[src/rtl/beq_pkg.sv]
// Package for the button event qualifier.
// Holds operation codes, register indexes and the shared struct types; no dependencies.
`default_nettype none
package beq_pkg;

  typedef enum logic [1:0] {
    FUNC_CHECK   = 2'd0,
    FUNC_RELEASE = 2'd1,
    FUNC_RESYNC  = 2'd2
  } func_t;

  localparam logic [1:0] REG_DEBOUNCE   = 2'd0;
  localparam logic [1:0] REG_LONG_PRESS = 2'd1;
  localparam logic [1:0] REG_REPEAT     = 2'd2;
  localparam logic [1:0] REG_SWAP       = 2'd3;

  localparam logic [15:0] DEBOUNCE_RST   = 16'd10;
  localparam logic [15:0] LONG_PRESS_RST = 16'd500;
  localparam logic [15:0] REPEAT_RST     = 16'd100;

  localparam int BTN_DOWN = 0;
  localparam int BTN_PUSH = 1;
  localparam int BTN_UP   = 2;

  typedef struct packed {
    logic [15:0] debounce_time;
    logic [15:0] long_press_time;
    logic [15:0] repeat_period;
    logic        swap_levers;
  } cfg_t;

  typedef struct packed {
    logic [2:0]  prev_buttons;
    logic [31:0] change_time;
    logic [31:0] next_repeat_time;
  } state_t;

  typedef struct packed {
    logic done_res;
    logic evt_click;
    logic evt_up;
    logic evt_dn;
    logic evt_long;
    logic evt_auto;
  } result_t;

endpackage
`default_nettype wire

[src/rtl/beq_cfg_regs.sv]
// Configuration register file of the button event qualifier.
// Depends on beq_pkg for the register indexes, reset values and cfg_t.
`default_nettype none
module beq_cfg_regs (
  input  wire logic          clk,
  input  wire logic          rst_n,
  input  wire logic          cfg_valid,
  output logic               cfg_ready,
  input  wire logic [1:0]    cfg_index,
  input  wire logic [15:0]   cfg_data,
  output beq_pkg::cfg_t      cfg
);
  import beq_pkg::*;

  cfg_t cfg_r;
  cfg_t cfg_nxt;

  assign cfg_ready = 1'b1;
  assign cfg      = cfg_r;

  always_comb begin
    cfg_nxt = cfg_r;
    if (cfg_valid) begin
      case (cfg_index)
        REG_DEBOUNCE:   cfg_nxt.debounce_time   = cfg_data;
        REG_LONG_PRESS: cfg_nxt.long_press_time = cfg_data;
        REG_REPEAT:     cfg_nxt.repeat_period   = cfg_data;
        REG_SWAP:       cfg_nxt.swap_levers     = cfg_data[0];
        default:        cfg_nxt = cfg_r;
      endcase
    end
  end

  always_ff @(posedge clk) begin
    if (!rst_n) begin
      cfg_r.debounce_time   <= DEBOUNCE_RST;
      cfg_r.long_press_time <= LONG_PRESS_RST;
      cfg_r.repeat_period   <= REPEAT_RST;
      cfg_r.swap_levers     <= 1'b0;
    end else begin
      cfg_r <= cfg_nxt;
    end
  end

endmodule
`default_nettype wire

[src/rtl/beq_eval.sv]
// Evaluation logic for one poll: result fields and the next qualifier state.
// Depends on beq_pkg for func_t, cfg_t, state_t and result_t.
`default_nettype none
module beq_eval (
  input  wire beq_pkg::cfg_t    cfg,
  input  wire beq_pkg::state_t  state,
  input  wire logic [1:0]       func,
  input  wire logic [31:0]      now_time,
  input  wire logic [2:0]       buttons,
  output beq_pkg::result_t      res,
  output beq_pkg::state_t       state_nxt
);
  import beq_pkg::*;

  logic [2:0]  cur;
  logic [2:0]  changed;
  logic [2:0]  rise;
  logic [31:0] dt;
  logic [31:0] long_ext;
  logic        past_long;
  logic        beyond_long;

  always_comb begin
    cur = buttons;
    if (cfg.swap_levers && (buttons[BTN_DOWN] != buttons[BTN_UP])) begin
      cur = buttons ^ 3'b101;
    end
    changed     = state.prev_buttons ^ cur;
    rise        = changed & cur;
    dt          = now_time - state.change_time;
    long_ext    = {16'd0, cfg.long_press_time};
    past_long   = (dt >= long_ext);
    beyond_long = (dt > long_ext);

    res       = '0;
    state_nxt = state;
    case (func)
      FUNC_CHECK: begin
        if (dt > {16'd0, cfg.debounce_time}) begin
          res.evt_click          = rise[BTN_PUSH];
          res.evt_up             = rise[BTN_UP];
          res.evt_dn             = rise[BTN_DOWN];
          res.done_res           = 1'b1;
          state_nxt.prev_buttons = cur;
          state_nxt.change_time  = now_time;
        end
      end
      FUNC_RELEASE: begin
        if (past_long && cur[BTN_PUSH]) begin
          res.evt_long = 1'b1;
          res.done_res = 1'b1;
        end else if (changed[BTN_PUSH]) begin
          res.evt_click = 1'b1;
          res.done_res  = 1'b1;
        end else if (changed != 3'd0) begin
          state_nxt.prev_buttons = cur;
          state_nxt.change_time  = now_time;
          res.done_res           = 1'b1;
        end else if (beyond_long && (now_time > state.next_repeat_time)) begin
          res.evt_dn     = cur[BTN_DOWN];
          res.evt_up     = cur[BTN_UP];
          res.evt_auto   = cur[BTN_DOWN] | cur[BTN_UP];
          res.done_res   = 1'b1;
          state_nxt.next_repeat_time = now_time + {16'd0, cfg.repeat_period};
        end
      end
      FUNC_RESYNC: begin
        state_nxt.prev_buttons     = buttons;
        state_nxt.change_time      = now_time;
        state_nxt.next_repeat_time = now_time;
        res.done_res               = 1'b1;
      end
      default: begin
        res       = '0;
        state_nxt = state;
      end
    endcase
  end

endmodule
`default_nettype wire

[src/rtl/button_event_qualifier_core.sv]
// Button event qualifier: top level with input register, state and result register.
// Depends on beq_pkg, beq_cfg_regs and beq_eval.
//
// Usage: each input item is one poll carrying an operation code, the current
// tick count and a three-button sample. Every item yields exactly one result
// item with a done flag and the event bits. Both data channels use valid and
// stall; an item moves at a clock edge where valid is high and stall is low.
// The configuration channel writes one register per valid and ready edge and
// is always ready; the user must write it only while the block is idle, which
// the block itself does not enforce. An accepted item is held in the input
// register; the evaluation logic then updates the qualifier state and loads
// the result register at the same edge. Throughput is one item per cycle
// while the receiver does not stall, set by the single evaluation stage whose
// state is updated in the same cycle the next item reads it.
// When the receiver stalls, the result register holds its item and the input
// register can still take one more item; after that in_stall rises.
// Synchronous reset loads the register defaults, clears the qualifier state
// and empties both registers.
`default_nettype none
module button_event_qualifier_core (
  input  wire logic        clk,
  input  wire logic        rst_n,
  input  wire logic        in_valid,
  output logic             in_stall,
  input  wire logic [1:0]  in_func,
  input  wire logic [31:0] in_now_time,
  input  wire logic [2:0]  in_buttons,
  output logic             out_valid,
  input  wire logic        out_stall,
  output logic             out_done_res,
  output logic             out_evt_click,
  output logic             out_evt_up,
  output logic             out_evt_dn,
  output logic             out_evt_long,
  output logic             out_evt_auto,
  input  wire logic        cfg_valid,
  output logic             cfg_ready,
  input  wire logic [1:0]  cfg_index,
  input  wire logic [15:0] cfg_data
);
  import beq_pkg::*;

  cfg_t    cfg;
  state_t  state_r;
  state_t  state_nxt;
  result_t res;
  result_t res_r;

  logic        s1_valid_r;
  logic [1:0]  s1_func_r;
  logic [31:0] s1_now_r;
  logic [2:0]  s1_buttons_r;
  logic        out_valid_r;
  logic        advance;
  logic        in_take;

  beq_cfg_regs u_cfg (
    .clk       (clk),
    .rst_n     (rst_n),
    .cfg_valid (cfg_valid),
    .cfg_ready (cfg_ready),
    .cfg_index (cfg_index),
    .cfg_data  (cfg_data),
    .cfg       (cfg)
  );

  beq_eval u_eval (
    .cfg       (cfg),
    .state     (state_r),
    .func      (s1_func_r),
    .now_time  (s1_now_r),
    .buttons   (s1_buttons_r),
    .res       (res),
    .state_nxt (state_nxt)
  );

  assign advance  = s1_valid_r && (!out_valid_r || !out_stall);
  assign in_stall = s1_valid_r && !advance;
  assign in_take  = in_valid && !in_stall;

  always_ff @(posedge clk) begin
    if (!rst_n) begin
      s1_valid_r  <= 1'b0;
      out_valid_r <= 1'b0;
      state_r     <= '0;
    end else begin
      if (in_take) begin
        s1_valid_r <= 1'b1;
      end else if (advance) begin
        s1_valid_r <= 1'b0;
      end
      if (advance) begin
        out_valid_r <= 1'b1;
        state_r     <= state_nxt;
      end else if (!out_stall) begin
        out_valid_r <= 1'b0;
      end
    end
  end

  always_ff @(posedge clk) begin
    if (in_take) begin
      s1_func_r    <= in_func;
      s1_now_r     <= in_now_time;
      s1_buttons_r <= in_buttons;
    end
    if (advance) begin
      res_r <= res;
    end
  end

  assign out_valid      = out_valid_r;
  assign out_done_res   = res_r.done_res;
  assign out_evt_click  = res_r.evt_click;
  assign out_evt_up     = res_r.evt_up;
  assign out_evt_dn     = res_r.evt_dn;
  assign out_evt_long   = res_r.evt_long;
  assign out_evt_auto   = res_r.evt_auto;

`ifndef SYNTHESIS
  a_repeat_has_button: assert property (@(posedge clk) disable iff (!rst_n)
    out_valid_r && out_evt_auto |-> (out_evt_up || out_evt_dn))
    else $error("repeat flag without up or down event");

  a_event_implies_done: assert property (@(posedge clk) disable iff (!rst_n)
    out_valid_r && (out_evt_click || out_evt_up || out_evt_dn || out_evt_long)
    |-> out_done_res)
    else $error("event reported without done flag");

  a_long_alone: assert property (@(posedge clk) disable iff (!rst_n)
    out_valid_r && out_evt_long
    |-> !(out_evt_click || out_evt_up || out_evt_dn || out_evt_auto))
    else $error("long press reported together with another event");

  a_stall_needs_item: assert property (@(posedge clk) disable iff (!rst_n)
    in_stall |-> (s1_valid_r && out_valid_r))
    else $error("input stalled with a free slot");
`endif

endmodule
`default_nettype wire

[config.mk]
export PLATFORM = sky130hd
export DESIGN_NAME = button_event_qualifier_core
export DESIGN_NICKNAME = d
export VERILOG_FILES = /design/src/rtl/beq_pkg.sv /design/src/rtl/beq_cfg_regs.sv /design/src/rtl/beq_eval.sv /design/src/rtl/button_event_qualifier_core.sv
export SDC_FILE = /design/constraint.sdc
export NUM_CORES = 1
export LEC_CHECK = 0
export BUFFER_PORTS_ARGS = -buffer_cell sky130_fd_sc_hd__buf_2
export CAP_MARGIN = 10
export CORE_MARGIN = 4
export CORE_UTILIZATION = 40
export DETAILED_ROUTE_END_ITERATION = 6
export SYNTH_ARGS = -nofsm -noshare
export SYNTH_HDL_FRONTEND = slang
export SYNTH_SLANG_ARGS = --single-unit
[constraint.sdc]
create_clock -name clk -period 4.5 [get_ports clk]
set_input_delay 0.9 -clock clk [delete_from_list [all_inputs] [get_ports clk]]
set_output_delay 0.9 -clock clk [all_outputs]
set_load 0.01 [all_outputs]
# Word-level counts from Yosys, hierarchy flattened

Cells that the tools add are included.

Register bits: 161
Latch bits: 0
RAM bits: 0
Bits in read-only memories: 0
Input bits: 60
Output and inout port bits: 9
Memories kept: 0

Add/subtract/negate cells: 2
$mul: 0
Div/mod/pow operators: 0
$lt $le $gt $ge: 4
Equal/unequal tests: 13
Shift operators: 0
Muxes and demuxes: 26
Bitwise logic cells: 6
Reductions and logical operators: 24

Operator list:

| kind                 | number |
|---|---|
| $mux W67             | 2 |
| $pmux W35 S3         | 1 |
| $mux W35             | 2 |
| $gt A32 B16 Y1       | 2 |
| $mux W32             | 2 |
| $pmux W32 S2         | 1 |
| $add A32 B16 Y32     | 1 |
| $ge A32 B16 Y1       | 1 |
| $gt A32 B32 Y1       | 1 |
| $sub A32 B32 Y32     | 1 |
| $reduce_and A6 Y1    | 2 |
| $mux W1              | 10 |
| $ne A2 B1 Y1 const B | 4 |
| $reduce_and A2 Y1    | 4 |
| $eq A2 B2 Y1 const B | 3 |
| $logic_and A1 B1 Y1  | 6 |
| $mux W2              | 3 |
| $mux W3              | 2 |
| $ne A2 B2 Y1 const B | 3 |
| $pmux W3 S2          | 1 |
| $reduce_bool A3 Y1   | 2 |
| $reduce_or A5 Y1     | 1 |
| $eq A2 B1 Y1 const B | 2 |
| $logic_not A1 Y1     | 4 |
| 11 further kinds     | 14 |

# Longest topological paths before layout

Gate-level depths: netlist of the first run.

Depth after elaboration: 9
Mapped depth: 23

# By module

From an unflattened synthesis of the first run, not the netlist that was laid out.

Cell total of the unflattened synthesis: 1,462
Area total of the unflattened synthesis: 12,420.7 µm²

By module, submodules not included:

| module                      | instances | cells each | area each (µm²) | sequential area each (µm²) |
|---|---|---|---|---|
| beq_eval                    | 1         | 927        | 6,433.7         | 0.0 |
| button_event_qualifier_core | 1         | 342        | 4,037.6         | 2,672.6 |
| beq_cfg_regs                | 1         | 193        | 1,949.4         | 980.9 |

# Least setup slack after synthesis of the first run

OpenSTA, ideal clock, no wires.

Path kind: register to register
From: reg s1_now_r[6]
To: reg state_r[10] (netlist name)
Setup time: 0.081 ns
Arrival time: 4.579 ns
Data required time: 4.419 ns
Slack: -0.160 ns
Stages on the path, launching flop included: 22
Clock period less this slack: 4.660 ns
Path through: edfxtp_1 -> ha_1 -> a21o_1 -> or3_1 -> o21ai_0 -> nand2b_1 -> a21boi_0 -> nor2_1 -> o21ai_0 -> a21o_1 -> a21oi_1 -> xnor2_1 -> ha_1 -> and4_1 -> nand3_1 -> o21a_1 -> nand2b_1 -> and2_1 -> a2111oi_2 -> clkbuf_1 -> nor3_1 -> a211oi_2

Word-level cells in the longest chain between the ends: 6
Elaborated cells between the ends (all ways): 15

RTL lines:

| what                                                                     | RTL line                           | text |
|---|---|---|
| start, declared                                                          | button_event_qualifier_core.sv:51  | `logic [31:0] s1_now_r;` |
| start signal, assigned                                                   | button_event_qualifier_core.sv:104 | `s1_now_r <= in_now_time;` |
| parallel branches: the longest is 6 deep, another holds $sub A32 B32 Y32 | n/a                                |  |
| end signal, assigned                                                     | button_event_qualifier_core.sv:94  | `state_r <= state_nxt;` |
| end, declared                                                            | button_event_qualifier_core.sv:44  | `state_t state_r;` |

Several ways; the timed one is not identified. The select of a mux whose other input is x is not followed.
A chain may end at the register's enable or synchronous reset.

# Final worst setup path of the first run

From: reg s1_now_r[6]
To: reg state_r[1] (netlist name)

Word-level cells in the longest chain between the ends: 5
Elaborated cells between the ends (all ways): 9

RTL lines:

| what                                                                 | RTL line                       | text |
|---|---|---|
| $sub A32 B32 Y32                                                     | beq_eval.sv:30                 | `dt = now_time - state.change_time;` |
| $gt A32 B16 Y1 / $ge A32 B16 Y1 (equally long branches)              | beq_eval.sv:33, beq_eval.sv:32 |  |
| $logic_and A1 B1 Y1 (on tied branches)                               | beq_eval.sv:59, beq_eval.sv:49 |  |
| $ne A2 B1 Y1 (no source line) / $ne A2 B2 Y1 (equally long branches) | n/a                            |  |
| $reduce_and A6 Y1 (no source line) *                                 | n/a                            |  |

Every way passes the cells marked *; elsewhere a longest branch is shown, timed or not.

==> flow_summary.yaml, run 1 <==
finish:
  fin_util_pct: 48.4
  fin_nets: 1572
  post-route-cell-area_sq_mm: 0.0130
  syn_to_final_growth_pct: 19.5
  layout_common_cells: "nand2_1, inv_1, dfxtp_1"
  layout-drive-gt1-share_pct: 19.7
  fill_cells: 2563
  diodes: 0
  final_common_cell: "nand2_1"
clock_tree:
  cts_tree: "done"
  cts_made_buffers: 17
  clockRootBuffer: "clkbuf_16"
  cts_sinks: 161
  h-tree-depth: 4
  cts.path.max_buffers: 2
  clkTransAtPathRegs_ns: 0.07
  clk_latency_ns: 0.44
sta:
  slew_violations: 0
  rsz0062_at_grt: "yes"
  finalHoldViolCount: 0
  relSlewSlack_pct: 26.6
  finalWorstSetupSlack_ns: -0.0774
  fmax_ghz: 0.218
  fin_crit_ns: 4.58
  fin_skew_ns: 0.0135
  fin_crit_sh_pct: 102
  worst_pin_slew_ns: 1.10
  setup_viol_count_final: 23
floorplanning:
  rows: 60
  coreArea_sq_mm: 0.0269
  die_x_um: 173
  die_h_um: 173
  die_area_sq_mm: 0.0299
  start_util_pct: 40.5
  io_pins: 69
min_path:
  hold_path.class: "reg -> reg"
power_and_ir_drop:
  comb_power_share_pct: 24.1
  power_leakage_uw: 0.00514
  switching_share_pct: 30.8
  ir_drop_mv: 0.226
  pwr-share-seq_pct: 38.5
  netSwitchingPower_uw: 1290
  p_int_uw: 2890
  clockPowerShare_pct: 37.4
  p_per_area_mw_per_mm2: 321
grt:
  grt_pass1_vias: 9079
  grt_max_degree: 89
  grt.total_usage_pct: 19.7
  antenna_found_initial: 0
  grt_pass1_wl_um: 47900
  gr-total-overflow: 0
logic_synthesis:
  synthesis.nets: 1454
  synth-async-reset-ratio_pct: 0
  ys.flop_type: "dfxtp_1"
  synth-warning-count: 0
  syn_avg_cell_area_sq_um: 8.51
  netlist_area_sq_mm: 0.0109
  synth_edf_count: 43
  ys_ff_latch: 161
  synth.yosys.seq_area_share_pct: 33.6
  synthDistinctLibCells: 84
  synthCells: 1278
placed_design:
  dp_slack_ns: -0.358
  placed_cell_area_sq_mm: 0.0119
  dp_hpwl_um: 22400
  numPortBuffers: 67
  place_congestion: 0.877
route:
  vias: 9459
  dr.pass1.iters: 5
  dr.first_iter.drc_count: 619
  wl_per_cell_um: 17.0
  routed_wirelength_um: 29800
  postRouteAntennaNets: 0
  via_per_inst: 5.41
  drcViolationCount: 0
status:
  violations: "negative setup slack"
  status: "finished, violations left"
setup_path:
  worstSetupPathType: "reg -> reg"
  cp-end-kind: "register"
  startpoint_type: "register"
  required_ns: 4.86
  worstPathMaxFanout: 9
  crit_arrival_ns: 4.94
flow_run:
  drv_cap: 0
-- routing by layer --
metal	GRT usage [%]	up-vias	wire length [um]
met5	0	-	0
met4	4.76	0	418
met3	2.71	30	1210
met2	31.6	196	13700
met1	28.2	4497	14500
li1	-	4736	-
-- worst paths after layout --
check | start | end | slack [ns] | cells past startpoint
hold reg to reg | state_r[46] | state_r[46] | 0.46 | 2
hold / removal | state_r[46] | state_r[46] | 0.46 | 2
setup reg to reg | s1_now_r[6] | state_r[1] | -0.08 | 23
setup / recovery | s1_now_r[6] | state_r[1] | -0.08 | 23
-- kinds of logic after synthesis --
| logic type | after synthesis | synth area share (%) |
|---|---|---|
| flops | 161 | 33.6 |
| simple gates | 435 | 18.6 |
| mux | 43 | 3.99 |
| compound gates | 304 | 19.8 |
| fa+ha+maj | 116 | 13.5 |
| other cells | 1 | 0.0345 |
| xor+xnor | 47 | 3.78 |
| buf+inv | 171 | 6.77 |
-- power groups by stage --
stage / registers [uW] / clock network, uW / logic [uW]
finish: 1610 / 1560 / 1010
CTS: 1600 / 1590 / 962
global route: 1610 / 1640 / 1120
floorplan: 1630 / 0 / 651
detailed placement: 1640 / 0 / 926
global placement: 1640 / 0 / 914
-- through the flow --
stage | TNS (ns) | hold WS (ns) | cells | total power, uW
after floorplan | -0.816 | 0.435 | 1278 | 2280
after CTS | 0 | 0.459 | 1745 | 4150
after detailed placement | -17.26 | 0.446 | 1700 | 2560
final | -0.579 | 0.458 | 1750 | 4170
after global routing | -12.23 | 0.472 | 1750 | 4380
after global placement | -10.52 | 0.442 | 1700 | 2550
-- layout make-up --
cell class,count,area [sq um],area share [%]
multi-input combinational,948,6780,52.1
sequential,161,3650,28.1
timing repair buffer,149,1070,8.23
clock buffer,19,464,3.57
inverter,119,447,3.44
tap,341,427,3.28
clock inverter,13,160,1.23
-- cells in the mapped netlist, types with 7 or more instances --
cell / count / area share (%)
a211o_1: 7 / 0.56
a211oi_2: 24 / 2.8
a21o_1: 30 / 2.1
a21oi_1: 109 / 5.0
a31oi_1: 9 / 0.52
and3_1: 9 / 0.52
buf_2: 7 / 0.32
clkbuf_1: 36 / 1.2
dfxtp_1: 118 / 22
edfxtp_1: 43 / 12
ha_1: 114 / 13
inv_1: 119 / 4.1
mux2i_1: 40 / 3.7
nand2_1: 213 / 7.3
nand2b_1: 14 / 0.81
nand3_1: 18 / 0.83
nand4_1: 24 / 1.4
nor2_1: 65 / 2.2
nor2b_1: 13 / 0.75
nor3_1: 36 / 1.7
o211ai_1: 15 / 1.0
o21ai_0: 32 / 1.5
o21ai_1: 7 / 0.32
o21bai_1: 7 / 0.48
o31ai_1: 10 / 0.69
or3_1: 8 / 0.46
xnor2_1: 39 / 3.1
xor2_1: 8 / 0.64
-- critical path: stages (launching register included) --
cell and delay, ns:
edfxtp_1 0.45, ha_4 0.27, a21o_1 0.17, or3_4 0.40, o21ai_4 0.17, nand2b_4 0.14
a21boi_2 0.05, nor2_1 0.11, o21ai_1 0.09, a21o_1 0.18, a21oi_2 0.17, xnor2_2 0.10
ha_1 0.32, a21o_1 0.19, a21o_1 0.16, a221oi_2 0.21, o21a_1 0.18, nand2b_4 0.13
and2_4 0.14, a2111oi_4 0.06, buf_6 0.16, buf_6 0.14, or3_1 0.36, a21oi_2 0.14
-- state kept, by name (all words and copies together) (netlist names), 2 cells and up --
signal        count
s1_buttons_r      3
s1_func_r         2
s1_now_r         32
state_r          67
u_cfg.cfg        49
-- what timing repair did --
item | 4_1_cts | 5_1_grt
resized for setup | 15 | 40
cloned | 2 | 4
setup buffers | 11 | 5
hold buffers | 0 | 0
pin swaps | 7 | 21
endpoints found under the setup margin | 67 | 70
hold endpoints to repair | 0 | 0
Power figures use the tool's default switching activity.
==> run 2: changes to the inputs <==
--- a/config.mk
+++ b/config.mk
@@ -5,10 +5,12 @@
 export SDC_FILE = /design/constraint.sdc
 export NUM_CORES = 1
 export LEC_CHECK = 0
+export ABC_AREA = 1
 export BUFFER_PORTS_ARGS = -buffer_cell sky130_fd_sc_hd__buf_2
 export CAP_MARGIN = 10
 export CORE_MARGIN = 4
 export CORE_UTILIZATION = 40
+export CTS_BUF_LIST = sky130_fd_sc_hd__clkbuf_4 sky130_fd_sc_hd__clkbuf_8
 export DETAILED_ROUTE_END_ITERATION = 6
 export SYNTH_ARGS = -nofsm -noshare
 export SYNTH_HDL_FRONTEND = slang
==> flow_summary.yaml, run 2 <==
logic_synthesis:
  synth_edf_count: 43
  synthAdderAreaFrac_pct: 12.7
  synth-warning-count: 0
  synth.yosys.seq_area_share_pct: 31.5
  synth.mux.area_fraction_pct: 0
  ys_ff_latch: 161
  synth_top_area_share_pct: 20.4
  synthTopCellsByCount: "nand2_1, inv_1, nor2_1, dfxtp_1, ha_1"
  synthesis.nets: 1938
  netlist_area_sq_mm: 0.0116
  synth_most_common_cell: "nand2_1"
  synthTopCellsByArea: "dfxtp_1, nand2_1, ha_1, edfxtp_1, inv_1"
  syn_avg_cell_area_sq_um: 6.58
  synth_top_cell_by_area: "dfxtp_1"
  synth-async-reset-ratio_pct: 0
  ys.flop_type: "dfxtp_1"
  synth_top_family_by_area: "simple AND/OR/NAND/NOR gates"
  synth-xor-area-share_pct: 2.87
  synthDistinctLibCells: 43
  synth_compound_area_share_pct: 9.05
  synthSimpleGateAreaFrac_pct: 31.6
  synthCells: 1762
route:
  postRouteAntennaNets: 0
  dr.first_iter.drc_count: 700
  routed_wirelength_um: 31900
  wl_per_cell_um: 14.3
  wl_met2_um: 13900
  route.top_layer_used: "met4"
  via_per_inst: 4.78
  drcViolationCount: 0
  drt-met1-wl_um: 16100
  vias: 10694
  dr.pass1.iters: 5
  wl_met3_um: 1300
min_path:
  hold_path.class: "reg -> reg"
  hold_path_depth: 2
  holdPathEnd: "u_cfg.cfg[37]"
  hold_start: "u_cfg.cfg[37]"
clock_tree:
  cts_tree: "done"
  cts_hold_buffers: 0
  clockRootBuffer: "clkbuf_8"
  cts.path.max_buffers: 2
  cts_made_buffers: 17
  h-tree-depth: 4
  clk_latency_ns: 0.45
  cts_sinks: 161
  clkTransAtPathRegs_ns: 0.09
flow_run:
  drv_cap: 0
sta:
  relSlewSlack_pct: 37.6
  tns_ns: 0
  worst_pin_slew_ns: 0.933
  fin_crit_sh_pct: 90.0
  slew_violations: 0
  fmax_ghz: 0.247
  finalWorstSetupSlack_ns: 0.450
  fin_skew_ns: 0.0232
  worst_hold_slack_ns: 0.464
  rsz0062_at_grt: "no"
  finalHoldViolCount: 0
  fin_crit_ns: 4.05
  setup_viol_count_final: 0
placed_design:
  dp_slack_ns: 0.205
  dp_hpwl_um: 26000
  place_congestion: 0.899
  placed_cell_area_sq_mm: 0.0124
  numPortBuffers: 67
floorplanning:
  die_x_um: 178
  rows: 62
  start_util_pct: 40.5
  die_h_um: 178
  coreArea_sq_mm: 0.0286
  die_area_sq_mm: 0.0318
  io_pins: 69
finish:
  post-route-cell-area_sq_mm: 0.0129
  syn_to_final_growth_pct: 11.2
  diodes: 0
  fin_nets: 2014
  layout_common_cells: "nand2_1, inv_1, nor2_1"
  largest_register: "state_r"
  final_common_cell: "nand2_1"
  layout-drive-gt1-share_pct: 8.81
  fill_cells: 3004
  largest_register_ff_count: 67
grt:
  antenna_found_initial: 0
  grt_pass1_vias: 9809
  grt.total_usage_pct: 20.5
  gr-total-overflow: 0
  grt_max_degree: 54
  grt_pass1_wl_um: 51400
power_and_ir_drop:
  power_leakage_uw: 0.00646
  p_per_area_mw_per_mm2: 304
  ir_drop_mv: 0.189
  total_power_uw: 3920
setup_path:
  r2r-start: "s1_now_r[5]"
  reg2reg_slack_ns: 0.45
  required_ns: 4.83
  worstPathMaxFanout: 34
  worstReg2RegEnd: "state_r[35]"
  crit_arrival_ns: 4.38
  worstSetupPathType: "reg -> reg"
  cp-end-kind: "register"
  startpoint_type: "register"
  r2r_cells: 23
status:
  status: "finished clean"
==> run 2: cell count changes after synthesis, moves of 14 or more <==
cell	previous run	this run
a21oi_1	109	90
xnor2_1	39	5
nand3_1	18	77
a211oi_2	24	0
mux2i_1	40	0
a21o_1	30	0
o21ai_0	32	80
nor2_1	65	245
inv_1	119	310
xor2_1	8	33
nand2b_1	14	0
nor3_1	36	13
nand2_1	213	490
clkbuf_1	36	16
==> run 2: kinds of logic after synthesis <==
| kind of cell | after synthesis |
|---|---|
| and+or+nand+nor | 888 |
| buffers and inverters | 363 |
| AOI/OAI and AO/OA | 195 |
| DFF | 161 |
| adders and majority gates | 116 |
| xor gates and xnor gates | 38 |
| other | 1 |
==> run 2: worst max-delay path by stage <==
stage | from | to | slack [ns] | cells after the start
after detailed placement | s1_now_r[1] | state_r[23] | 0.21 | 23
after global placement | s1_now_r[1] | state_r[23] | 0.28 | 23
after floorplan | s1_now_r[6] | state_r[25] | 1.26 | 23
after CTS | s1_now_r[1] | state_r[23] | 0.19 | 23
after global routing | s1_now_r[0] | state_r[17] | 0.02 | 22
final | s1_now_r[5] | state_r[35] | 0.45 | 23
==> run 2: cell type report <==
class / count / area, sq um / share of cell area (%)
clock buffers: 21 / 264 / 2.05
repair buffers: 95 / 573 / 4.45
well taps: 384 / 480 / 3.73
clock inverters: 11 / 155 / 1.20
flip-flops and latches: 161 / 3650 / 28.4
multi-input cells: 1238 / 6540 / 50.7
inverters: 325 / 1220 / 9.48
==> run 2: routing by layer <==
layer	vias up	global-route usage, %
li1	5672	-
met1	4829	29.6
met2	157	32.1
met3	36	2.99
met4	0	5.21
met5	-	0
==> run 2: through the flow <==
step	utilization (%)	std cells
CTS	44.9	2233
floorplan	-	1762
detailed placement	43.4	2201
global route	45.0	2235
global placement	43.4	2201
finish	45.0	2235
==> run 2: power breakdown <==
group          internal [uW]  switching [uW]
Clock                    580             573
Combinational            410             727
Sequential              1570            58.0
==> run 2: repair_timing <==
item | CTS | global route
gates resized for setup | 0 | 3
buffers inserted | 0 | 2
endpoints found under the setup margin | 0 | 64
==> run 2: critical path: stages, from the launching register on <==
cell and delay (ns):
edfxtp_1 0.52, ha_1 0.40, nand2_1 0.17, inv_1 0.07, a21oi_1 0.18, nand2_2 0.11, nand2_1 0.07, nand2_1 0.07
xor2_1 0.17, ha_1 0.31, nand2_1 0.09, inv_1 0.07, nand3_1 0.07, nor3_1 0.27, nand2_1 0.10, o2111ai_1 0.10
nand2_1 0.23, nand4_1 0.17, nand2_1 0.10, nor2_4 0.23, buf_12 0.21, nand2_1 0.08, nand2_1 0.06, nor2_1 0.05
